### src/rtl/nearest_neighbour_rgb565_scaler_assert.svh
// assertion macros shared by the scaler rtl
`ifndef NEAREST_NEIGHBOUR_RGB565_SCALER_ASSERT_SVH
`define NEAREST_NEIGHBOUR_RGB565_SCALER_ASSERT_SVH

// same-cycle implication, disabled while in reset
`define NNS_ASSERT_NOW(label, clock, resetn, ante, cons) \
    label: assert property (@(posedge clock) disable iff (!resetn) (ante) |-> (cons)) \
        else $error("scaler check failed: same-cycle rule");

// next-cycle implication, disabled while in reset
`define NNS_ASSERT_NEXT(label, clock, resetn, ante, cons) \
    label: assert property (@(posedge clock) disable iff (!resetn) (ante) |=> (cons)) \
        else $error("scaler check failed: next-cycle rule");

`endif

### src/rtl/nns_pkg.sv
// types, constants and helpers for the nearest neighbour scaler
package nns_pkg;

    localparam int NNS_SRC_WORDS = 65536;
    localparam int NNS_MAX_DIM   = 1024;

    localparam int NNS_CFG_W     = 11;
    localparam int NNS_COORD_W   = 10;
    localparam int NNS_IDX_W     = 16;
    localparam int NNS_CH_W      = 8;
    localparam int NNS_PIX_W     = 24;
    localparam int NNS_OUT_W     = 16;
    localparam int NNS_PROD_W    = NNS_COORD_W + NNS_CFG_W;
    localparam int NNS_Q_W       = NNS_CFG_W;
    localparam int NNS_ADDR_W    = 2 * NNS_CFG_W + 1;
    localparam int NNS_PADDR_W   = 4;
    localparam int NNS_PDATA_W   = 32;

    typedef enum logic [1:0] {
        REG_SRC_WIDTH,
        REG_SRC_HEIGHT,
        REG_DST_WIDTH,
        REG_DST_HEIGHT
    } reg_idx_t;

    typedef enum logic {
        OP_WRITE = 1'b0,
        OP_FETCH = 1'b1
    } op_t;

    typedef enum logic [3:0] {
        S_IDLE,
        S_DISPATCH,
        S_ROW_START,
        S_ROW_WAIT,
        S_COL_START,
        S_COL_WAIT,
        S_ADDR,
        S_LOOKUP,
        S_READ
    } state_t;

    typedef struct packed {
        logic busy;
        logic done;
    } div_stat_t;

    function automatic logic dim_ok(input logic [NNS_CFG_W-1:0] d);
        return (d != '0) && ({1'b0, d} <= (NNS_CFG_W + 1)'(NNS_MAX_DIM));
    endfunction

    function automatic logic [NNS_OUT_W-1:0] pack565(input logic [NNS_PIX_W-1:0] pix);
        return {pix[23:19], pix[15:10], pix[7:3]};
    endfunction

endpackage

### src/rtl/nns_div.sv
// shared restoring divider, one quotient bit per cycle
module nns_div
    import nns_pkg::*;
(
    input  logic                  clk,
    input  logic                  rst_n,
    input  logic                  start,
    input  logic [NNS_PROD_W-1:0] dividend,
    input  logic [NNS_CFG_W-1:0]  divisor,
    output logic [NNS_PROD_W-1:0] quotient,
    output div_stat_t             stat
);

    localparam int CNT_W = $clog2(NNS_PROD_W + 1);

    logic                  busy_reg, busy_next;
    logic                  done_reg, done_next;
    logic [CNT_W-1:0]      cnt_reg, cnt_next;
    logic [NNS_CFG_W-1:0]  rem_reg, rem_next;
    logic [NNS_PROD_W-1:0] quo_reg, quo_next;
    logic [NNS_CFG_W-1:0]  dsr_reg, dsr_next;
    logic [NNS_CFG_W:0]    trial;
    logic [NNS_CFG_W:0]    diff;

    // shift in the next dividend bit and try the subtract
    assign trial = {rem_reg, quo_reg[NNS_PROD_W-1]};
    assign diff  = trial - {1'b0, dsr_reg};

    always_comb
    begin
        busy_next = busy_reg;
        done_next = 1'b0;
        cnt_next  = cnt_reg;
        rem_next  = rem_reg;
        quo_next  = quo_reg;
        dsr_next  = dsr_reg;
        if (start)
        begin
            busy_next = 1'b1;
            cnt_next  = CNT_W'(NNS_PROD_W);
            rem_next  = '0;
            quo_next  = dividend;
            dsr_next  = divisor;
        end
        else if (busy_reg)
        begin
            if (trial >= {1'b0, dsr_reg})
            begin
                rem_next = diff[NNS_CFG_W-1:0];
                quo_next = {quo_reg[NNS_PROD_W-2:0], 1'b1};
            end
            else
            begin
                rem_next = trial[NNS_CFG_W-1:0];
                quo_next = {quo_reg[NNS_PROD_W-2:0], 1'b0};
            end
            cnt_next = cnt_reg - 1'b1;
            if (cnt_reg == CNT_W'(1))
            begin
                busy_next = 1'b0;
                done_next = 1'b1;
            end
        end
    end

    always_ff @(posedge clk or negedge rst_n)
    begin
        if (!rst_n)
        begin
            busy_reg <= 1'b0;
            done_reg <= 1'b0;
            cnt_reg  <= '0;
        end
        else
        begin
            busy_reg <= busy_next;
            done_reg <= done_next;
            cnt_reg  <= cnt_next;
        end
    end

    always_ff @(posedge clk)
    begin
        rem_reg <= rem_next;
        quo_reg <= quo_next;
        dsr_reg <= dsr_next;
    end

    assign quotient  = quo_reg;
    assign stat.busy = busy_reg;
    assign stat.done = done_reg;

endmodule

### config.mk
export PLATFORM = sky130hd
export DESIGN_NAME = nns_div
export DESIGN_NICKNAME = d
export VERILOG_FILES = /design/src/rtl/nearest_neighbour_rgb565_scaler_assert.svh /design/src/rtl/nns_pkg.sv /design/src/rtl/nns_div.sv
export SDC_FILE = /design/constraint.sdc
export NUM_CORES = 1
export LEC_CHECK = 0
export ABC_AREA = 1
export BUFFER_PORTS_ARGS = -buffer_cell sky130_fd_sc_hd__buf_4
export CAP_MARGIN = 5
export CORE_MARGIN = 2
export CORE_UTILIZATION = 40
export CTS_BUF_LIST = sky130_fd_sc_hd__clkbuf_8
export DETAILED_ROUTE_END_ITERATION = 10
export GPL_TIMING_DRIVEN = 0
export PLACE_DENSITY = 0.65
export RECOVER_POWER = 100
export SLEW_MARGIN = 20
export SYNTH_ARGS = -nofsm -noshare
export SYNTH_HDL_FRONTEND = slang
export SYNTH_SLANG_ARGS = --single-unit
export TNS_END_PERCENT = 100
### constraint.sdc
create_clock -name clk -period 5.1 [get_ports clk]
set_input_delay 0.255 -clock clk [delete_from_list [all_inputs] [get_ports clk]]
set_output_delay 0.255 -clock clk [all_outputs]
set_load 0.01 [all_outputs]
Yosys cells after proc, flatten, opt, wreduce, memory -nomap -nowiden
Cells that the tools add are included.
- add/sub/neg operators: 2
- $lt $le $gt $ge: 1
- eq/ne operators: 1
- muxes and demuxes: 12
- reduce and logical (&&, ||, !) cells: 1
- operators with widths (cell ; number):
    two-way mux 21 bit ; 2
    greater-or-equal comparator 12 x 11 -> 1 bit ; 1
    two-way mux 11 bit ; 1
    subtractor 11 bit ; 1
    two-way mux 5 bit ; 2
    two-way mux 1 bit ; 7
    equality test 5 x 1 -> 1 bit (second input constant) ; 1
    subtractor 5 x 1 -> 5 bit (second input constant) ; 1
    nonzero test 2 bit ; 1
- output and inout port bits: 23
- input port bits: 35
- logic and storage cells: 23
- bits in registers: 50

Logic depth before layout (Yosys ltp)
Gate-level depths: netlist of the first run.
- depth after elaboration: 4
- gate-level depth with buffers: 12

Worst setup path after synthesis of the first run
Ideal clock, no wire load.
- path kind: register -> register
- from: reg quo_reg[20], in the netlist quotient[20]
- to: reg rem_reg[3]
- clock period less this slack: 1.857 ns
- path slack: 3.243 ns
- stages on the path, launching flop included: 13
- data arrival time: 1.744 ns
- required time: 4.987 ns
- cells stage by stage: edfxtp_1 > inv_1 > ha_1 > fa_1 > inv_1 > nand3_1 > nand3_2 > nand2_2 > nand4_2 > buf_6 > nand2_1 > nand3_1 > nand2_1
- word-level cells in the longest chain between the ends: 2
- elaborated cells between the ends (all ways): 3
- classes of those cells: add/sub: 1; order compare: 1; mux: 1
- ends and longest elaborated chain (element ; line ; source):
    from (decl) ; nns_div.sv:20 ; logic [NNS_PROD_W-1:0] quo_reg, quo_next;
    from (signal assigned) ; nns_div.sv:85 ; quo_reg <= quo_next;
    subtractor 11 bit / greater-or-equal comparator 12 x 11 -> 1 bit (equally long branches) ; nns_div.sv:27, nns_div.sv:47 ;
    two-way mux 11 bit (*) ; nns_div.sv:47 ; if (trial >= {1'b0, dsr_reg})
    to (signal assigned) ; nns_div.sv:84 ; rem_reg <= rem_next;
    to (decl) ; nns_div.sv:19 ; logic [NNS_CFG_W-1:0] rem_reg, rem_next;
Mark *: on every way between the ends. The rest lies on a longest branch, timed or not.
A chain may end at the register's enable or synchronous reset.

Worst setup path after layout of the first run
- from: reg quo_reg[20], in the netlist quotient[20]
- to: reg rem_reg[9]
The elaborated chain is that of the path after synthesis.

==> results of run 1 <==
==> worst register-to-register path, cell delays in order (launching register included) <==
cell	delay, ns
sky130_fd_sc_hd__edfxtp_1	0.37
sky130_fd_sc_hd__inv_1	0.08
sky130_fd_sc_hd__ha_1	0.24
sky130_fd_sc_hd__fa_1	0.41
sky130_fd_sc_hd__inv_1	0.11
sky130_fd_sc_hd__nand3_1	0.07
sky130_fd_sc_hd__nand3_1	0.18
sky130_fd_sc_hd__nand2_1	0.13
sky130_fd_sc_hd__nand4_1	0.17
sky130_fd_sc_hd__clkbuf_1	0.53
sky130_fd_sc_hd__nand3_2	0.13
sky130_fd_sc_hd__nand3_1	0.11
sky130_fd_sc_hd__nand2_1	0.05
==> logic make-up (layout without fill, tap and decap cells) <==
group / after synthesis / count (layout) / synth area share, %
AOI/OAI and AO/OA: 8 / 8 / 1.58
xor gates and xnor gates: 3 / 3 / 0.922
adders and majority gates: 14 / 14 / 6.41
buffers and inverters: 70 / 136 / 10.1
DFF: 50 / 50 / 47.6
and+or+nand+nor: 213 / 213 / 33.4
==> metrics by stage <==
stage | setup slack (ns) | power (mW)
after floorplan | 3.24 | 0.950
after global placement | 3.03 | 1.09
after detailed placement | 2.99 | 1.10
after CTS | 2.98 | 1.34
after global routing | 2.20 | 1.41
final | 2.42 | 1.30
==> routing by layer <==
layer	vias up	part of all wire (%)
li1	1263	-
met1	1101	44
met2	83	48
met3	9	7.2
met4	0	1.5
met5	-	0
==> cell type report <==
class | instances | share of cell area, %
inverter | 57 | 6.33
timing repair buffer | 58 | 10.3
clock buffer | 5 | 2.03
tap | 96 | 3.55
sequential | 50 | 40.1
buffer | 13 | 1.96
clock inverter | 3 | 0.518
multi-input combinational | 238 | 35.2
==> report_power, final <==
group          total, mW  internal, mW  leakage (nW)  switching, mW
sequential         0.537         0.497         0.509         0.0404
combinational      0.526         0.205          1.14          0.322
clock              0.234        0.0953        0.0493          0.139
==> worst paths after layout <==
check / startpoint / to / slack [ns] / cells past startpoint
max: quotient[20] / rem_reg[9] / 2.42 / 12
min: divisor[5] / dsr_reg[5] / 0.14 / 1
max reg2reg: quotient[20] / rem_reg[9] / 2.42 / 12
min reg2reg: rem_reg[9] / rem_reg[9] / 0.48 / 2
max in group asynchronous: rst_n / cnt_reg[1] / 4.46 / 2
min in group asynchronous: rst_n / cnt_reg[4] / 0.36 / 2
==> cell usage after synthesis, types with 4 or more instances <==
cell                       count
sky130_fd_sc_hd__a21oi_1       4
sky130_fd_sc_hd__nand3_2       6
sky130_fd_sc_hd__clkbuf_1      6
sky130_fd_sc_hd__nand2_1     135
sky130_fd_sc_hd__dfrtp_1       7
sky130_fd_sc_hd__nand4_1      15
sky130_fd_sc_hd__dfxtp_1      11
sky130_fd_sc_hd__nand2_2       5
sky130_fd_sc_hd__nor2_1       15
sky130_fd_sc_hd__inv_1        54
sky130_fd_sc_hd__nand3_1      28
sky130_fd_sc_hd__edfxtp_1     32
sky130_fd_sc_hd__ha_1         13
==> cell usage in the layout (no fill, tap or decap), types with 2 or more instances in the layout <==
cell type	count
sky130_fd_sc_hd__nand2_1	136
sky130_fd_sc_hd__inv_1	56
sky130_fd_sc_hd__clkbuf_1	32
sky130_fd_sc_hd__edfxtp_1	32
sky130_fd_sc_hd__nand3_1	29
sky130_fd_sc_hd__buf_4	23
sky130_fd_sc_hd__nand4_1	16
sky130_fd_sc_hd__nor2_1	15
sky130_fd_sc_hd__ha_1	13
sky130_fd_sc_hd__clkbuf_4	12
sky130_fd_sc_hd__dfxtp_1	11
sky130_fd_sc_hd__dfrtp_1	7
sky130_fd_sc_hd__nand3_2	5
sky130_fd_sc_hd__clkbuf_8	5
sky130_fd_sc_hd__nand2_2	4
sky130_fd_sc_hd__a21oi_1	4
sky130_fd_sc_hd__nor2_2	3
sky130_fd_sc_hd__inv_2	2
sky130_fd_sc_hd__buf_2	2
sky130_fd_sc_hd__xnor2_1	2
sky130_fd_sc_hd__nor3_1	2
sky130_fd_sc_hd__o21ai_0	2
==> results.txt, run 1 <==
----------------------------------------------------
[Layout]
  Area of all placed cells without fillers ... 3380 um^2
  Final Instance Count excl. Fillers ... 520
  Max reg flops ... 21
  Area of the multi-input gates ... 1190 um^2
  Core utilization of the finished layout ... 49.5%
  ANT cells ... 0
  Total area of sequential cells ... 1360 um^2
  Count of fill cells added during filler insertion ... 735
  Number of nets in the finished design ... 472
  Share of layout cells above drive strength 1 ... 14.4%
  Syn-to-layout area delta ... 18.7%

[Critical path]
  Critical path's most frequent cell ... sky130_fd_sc_hd__nand3_1
  Required time worst endpoint ... 5.31 ns
  Delay-heaviest family, CP ... simple AND/OR/NAND/NOR gates
  Crit path buffers/inverters ... 3
  Crit path arrival time ... 2.89 ns
  Worst Setup Path Type ... reg -> reg
  Worst setup EP type ... flop
  Highest cell delay on the worst timing path ... 0.53 ns
  Slowest-stage cell, CP ... sky130_fd_sc_hd__clkbuf_1
  Type of element launching the critical path ... flop
  Critical path peak fanout ... 10
  Critical Path, Cell by Cell ... inv_1 -> ha_1 -> fa_1 -> inv_1 -> nand3_1 -> nand3_1 -> nand2_1 -> nand4_1 -> clkbuf_1 -> nand3_2 -> nand3_1 -> nand2_1

[Die]
  Starting Density ... 41.7%
  Full die area ... 7820 um^2
  Site row count ... 30
  Height of the chip ... 88.4 um
  Floorplan die width ... 88.4 um
  Ports placed on the boundary ... 58
  Std-Cell Core Area ... 6830 um^2

[Logic synthesis]
  Library cells used by synthesis ... 29
  Post-synth net total ... 407
  Share of the synthesized area in the top cell type ... 33.7%
  Most used DFF post-synth ... sky130_fd_sc_hd__edfxtp_1
  Number of enable-type register cells in the synthesized netlist ... 32
  Post-synthesis cell type with the largest combined area ... sky130_fd_sc_hd__edfxtp_1
  Register area share after synthesis ... 47.6%
  Fraction of synthesis flops using an asynchronous set or reset pin ... 14.0%
  Synthesized area per cell ... 7.96 um^2
  Instance count of the mapped netlist ... 358
  Number of warning messages in the yosys log ... 0
  Cell area after synthesis ... 2850 um^2
  Flip-flop and latch count after synthesis ... 50
  Dominant cells by area after synthesis ... sky130_fd_sc_hd__edfxtp_1 (34%), sky130_fd_sc_hd__nand2_1 (18%), sky130_fd_sc_hd__dfxtp_1 (7.7%)

[Global routing]
  Initial antenna violation count ... 0
  Overall overflow remaining after global route ... 0
  First-pass GRT wire length ... 10600 um
  Number of global-route vias before repair ... 2386
  Met3 Resource Use GR ... 4.76%
  Layer with the highest usage ... met2
  Maximum number of pins on one net before global-route repair ... 23
  Global routing met2 resource utilization ... 29.5%
  Global Route met1 Usage ... 21.8%
  Global router's overall resource usage ... 17.3%

[CTS]
  Num CTS Buffers ... 5
  Clock transition at the registers of the reported paths ... 0.10 ns
  Hold-fix buffers, CTS ... 1
  Clock latency at the later pin of the worst-skew pair ... 0.31 ns
  Clock tree from TritonCTS ... yes
  Gates resized, CTS repair ... 0
  Root Buffer ... sky130_fd_sc_hd__clkbuf_8
  H-Tree Level Count ... 2
  Maximum number of buffers from clock root to sink ... 2
  Clock Sink Count ... 50
  # Post-CTS Setup Buffers ... 0

[Power]
  Total leakage power ... 1.70 nW
  PwrDens ... 384 nW/um^2
  Maximum VDD drop ... 0.000130 V

[Timing]
  Number of pins exceeding their max-slew limit in the final report ... 0
  Total Neg Setup Slack ... 0 ns
  Number of hold-slack violations in the final timing report ... 0
  Number of setup violations in the final report ... 0
  Achievable frequency ... 373 MHz
  Post-layout min period ... 2.68 ns
  Headroom to the max-slew limit ... 44.7%
  Worst-margin pin slew ... 0.828 ns
  Share of the clock period used by the worst path after layout ... 52.6%
  RSZ-0062 raised after global routing ... no
  Hold slack ... 0.137 ns
  Setup Skew ... 0.00919 ns

[Detailed routing]
  Violation count after the first detailed-route iteration ... 144
  Iteration count of the initial detailed-routing pass ... 4
  Final antenna-violating net count ... 0
  Detail-routed net length per standard cell ... 11.9 um
  Total number of vias ... 2456
  DRC violations left ... 0
  Routed WL ... 6200 um
  Via count normalized by instance count ... 4.72

[Run status]
  Run status ... complete, no violations

[Job]
  Number of max-cap violations ... 0

[Placed design]
  Cell count after placement ... 511
  Area after detailed placement ... 3400 um^2
  Number of buffer cells added on primary ports ... 57
  Weighted congestion at the end of routability-driven global placement ... 0.880
  Post-DP HPWL ... 4660 um

[Min path]
  Class of the tightest hold or removal check ... in -> reg

----------------------------------------------------
(Power assumes the default switching activity.)
==> run 2: changes to the inputs <==
PLACE_DENSITY = 0.68   (was 0.65)
clock period = 2.3 ns   (was 5.1 ns; I/O delays follow)
==> run 2 against run 1 <==
Compared with the run above: sequential share of layout area down 1.5 points; non-clock buffer count is 11 higher; flip-flop and latch count unchanged; final area up 3.9%; maximum frequency increased by 28%; wire length rose by 1.9%; final cell count rose by 2.1%; hold slack worse by 0.081 ns; clock skew up 0.0020 ns; power up 130%; via count is 0.37% higher; clock-buffer cell count did not move; critical path type unchanged.
==> results.txt, run 2 (synthesis results as in run 1) <==
----------------------------------------------------
[Timing]
  Headroom to the max-slew limit ... 43.6% (was 44.7%)
  Share of the clock period used by the worst path after layout ... 91.5% (was 52.6%)
  Setup Skew ... 0.0112 ns (was 0.00919 ns)
  Number of pins exceeding their max-slew limit in the final report ... 0 (unchanged)
  Worst Setup Slack, final ... 0.195 ns (was 2.42 ns)
  Post-layout min period ... 2.10 ns (was 2.68 ns)
  Achievable frequency ... 475 MHz (was 373 MHz)
  Number of setup violations in the final report ... 0 (unchanged)
  Total Neg Setup Slack ... 0 ns (unchanged)
  RSZ-0062 raised after global routing ... no (unchanged)
  Hold slack ... 0.0561 ns (was 0.137 ns)
  Worst-margin pin slew ... 0.844 ns (was 0.828 ns)
  Number of hold-slack violations in the final timing report ... 0 (unchanged)

[Critical path]
  Required time worst endpoint ... 2.52 ns (was 5.31 ns)
  Critical path's most frequent cell ... sky130_fd_sc_hd__nand3_1 (unchanged)
  Count of cells along the worst register-to-register path ... 12 (unchanged)
  Worst Setup Path Type ... reg -> reg (unchanged)
  Slowest-stage cell, CP ... sky130_fd_sc_hd__fa_1 (was sky130_fd_sc_hd__clkbuf_1)
  Critical path peak fanout ... 10 (unchanged)
  Crit path arrival time ... 2.32 ns (was 2.89 ns)
  Highest cell delay on the worst timing path ... 0.40 ns (was 0.53 ns)
  Worst setup EP type ... flop (unchanged)
  Type of element launching the critical path ... flop (unchanged)
  Critical Path, Cell by Cell ... inv_1 -> ha_1 -> fa_1 -> inv_1 -> nand3_1 -> nand3_2 -> nand2_2 -> nand4_2 -> buf_6 -> nand3_1 -> nand3_1 -> nand2_1 (was inv_1 -> ha_1 -> fa_1 -> inv_1 -> nand3_1 -> nand3_1 -> nand2_1 -> nand4_1 -> clkbuf_1 -> nand3_2 -> nand3_1 -> nand2_1)

[CTS]
  Num CTS Buffers ... 5 (unchanged)
  Maximum number of buffers from clock root to sink ... 2 (unchanged)
  Gates resized, CTS repair ... 0 (unchanged)
  Clock transition at the registers of the reported paths ... 0.10 ns (about the same)
  H-Tree Level Count ... 2 (unchanged)
  # Post-CTS Setup Buffers ... 0 (unchanged)
  Clock Sink Count ... 50 (unchanged)
  Clock latency at the later pin of the worst-skew pair ... 0.32 ns (was 0.31 ns)
  Clock tree from TritonCTS ... yes (unchanged)
  Root Buffer ... sky130_fd_sc_hd__clkbuf_8 (unchanged)

[Placed design]
  Pre-CTS setup slack ... 0.234 ns (was 2.99 ns)
  Number of buffer cells added on primary ports ... 57 (unchanged)
  Post-DP HPWL ... 4650 um (was 4660 um)
  Weighted congestion at the end of routability-driven global placement ... 0.879 (was 0.880)

[Detailed routing]
  Total number of vias ... 2465 (was 2456)
  Iteration count of the initial detailed-routing pass ... 4 (unchanged)
  Final antenna-violating net count ... 0 (unchanged)
  Routed WL ... 6320 um (was 6200 um)
  Violation count after the first detailed-route iteration ... 115 (was 144)
  Detail-routed net length per standard cell ... 11.9 um (about the same)
  Via count normalized by instance count ... 4.64 (was 4.72)
  DRC violations left ... 0 (unchanged)

[Global routing]
  Overall overflow remaining after global route ... 0 (unchanged)
  First-pass GRT wire length ... 11200 um (was 10600 um)
  Global routing met2 resource utilization ... 31.0% (was 29.5%)
  Global router's overall resource usage ... 18.2% (was 17.3%)
  Maximum number of pins on one net before global-route repair ... 23 (unchanged)
  Global Route met1 Usage ... 23.0% (was 21.8%)
  Number of global-route vias before repair ... 2442 (was 2386)
  Layer with the highest usage ... met2 (unchanged)
  Initial antenna violation count ... 0 (unchanged)
  Met3 Resource Use GR ... 4.38% (was 4.76%)

[Layout]
  Count of fill cells added during filler insertion ... 723 (was 735)
  Number of nets in the finished design ... 483 (was 472)
  Max reg flops ... 21 (unchanged)
  ANT cells ... 0 (unchanged)
  Most common cell after layout, fill and taps aside ... sky130_fd_sc_hd__nand2_1 (unchanged)
  Top library cells by usage in the layout, fill and taps aside ... sky130_fd_sc_hd__nand2_1 (135), sky130_fd_sc_hd__inv_1 (55), sky130_fd_sc_hd__edfxtp_1 (32) (was sky130_fd_sc_hd__nand2_1 (136), sky130_fd_sc_hd__inv_1 (56), sky130_fd_sc_hd__clkbuf_1 (32), sky130_fd_sc_hd__edfxtp_1 (32), sky130_fd_sc_hd__nand3_1 (29))
  Share of layout cells above drive strength 1 ... 15.2% (was 14.4%)
  Syn-to-layout area delta ... 23.3% (was 18.7%)

[Die]
  Floorplan die width ... 88.4 um (unchanged)
  Height of the chip ... 88.4 um (unchanged)
  Full die area ... 7820 um^2 (unchanged)
  Starting Density ... 41.7% (unchanged)
  Std-Cell Core Area ... 6830 um^2 (unchanged)
  Site row count ... 30 (unchanged)
  Ports placed on the boundary ... 58 (unchanged)

[Power]
  Overall power after layout ... 2.95 mW (was 1.30 mW)
  Total leakage power ... 1.76 nW (was 1.70 nW)
  PwrDens ... 838 nW/um^2 (was 384 nW/um^2)
  Maximum VDD drop ... 0.000281 V (was 0.000130 V)

[Min path]
  Class of the tightest hold or removal check ... in -> reg (unchanged)
  Count of cells along the worst hold path ... 3 (was 1)

[Run status]
  Run status ... complete, no violations (unchanged)

[Job]
  Number of max-cap violations ... 0 (unchanged)

----------------------------------------------------
[run 2: layout make-up]
type,instances,area (um^2),share of cell area [%]
plain buffers,13,75.1,2.14
clock buffers,5,68.8,1.96
clock inverters,3,22.5,0.641
inverters,57,214,6.09
multi-input cells,238,1200,34.1
flip-flops and latches,50,1360,38.6
well taps,96,120,3.42
repair buffers,69,458,13.0
[run 2: critical path: cells and delay by family, from the launching register on]
family | cells | cell delay (ns)
simple gates | 7 | 0.64
fa+ha+maj | 2 | 0.63
flops | 1 | 0.39
buf+inv | 3 | 0.36
[run 2: final timing paths]
check	startpoint	endpoint	slack, ns
worst max register to register	quotient[20]	rem_reg[9]	0.20
max in group asynchronous	rst_n	cnt_reg[1]	1.80
worst max-delay path	quotient[20]	rem_reg[9]	0.20
worst min register to register	rem_reg[10]	rem_reg[10]	0.47
worst min-delay path	dividend[12]	quotient[12]	0.06
min in group asynchronous	rst_n	cnt_reg[0]	0.21
[run 2: timing repair]
item,CTS,global route
endpoints found under the setup margin,0,0
hold buffers,12,0
hold endpoints to repair,18,0
[run 2: per-layer routing]
metal	part of all wire, %	wire length [um]
met4	1.2	76
met1	45	2860
met2	47	2970
met5	0	0
met3	6.4	403
[run 2: stage by stage]
step	instance area (um^2)	utilization, %	cells
after CTS	3610	52.8	531
after floorplan	2850	-	358
after detailed placement	3400	49.7	511
after global placement	3400	49.7	511
final	3510	51.4	531
after global routing	3510	51.4	531
[run 2: report_power, final]
part | internal [mW] | total [mW] | switching [mW]
logic | 0.485 | 1.21 | 0.722
registers | 1.10 | 1.19 | 0.0903
clock network | 0.221 | 0.547 | 0.326
total | 1.81 | 2.95 | 1.14
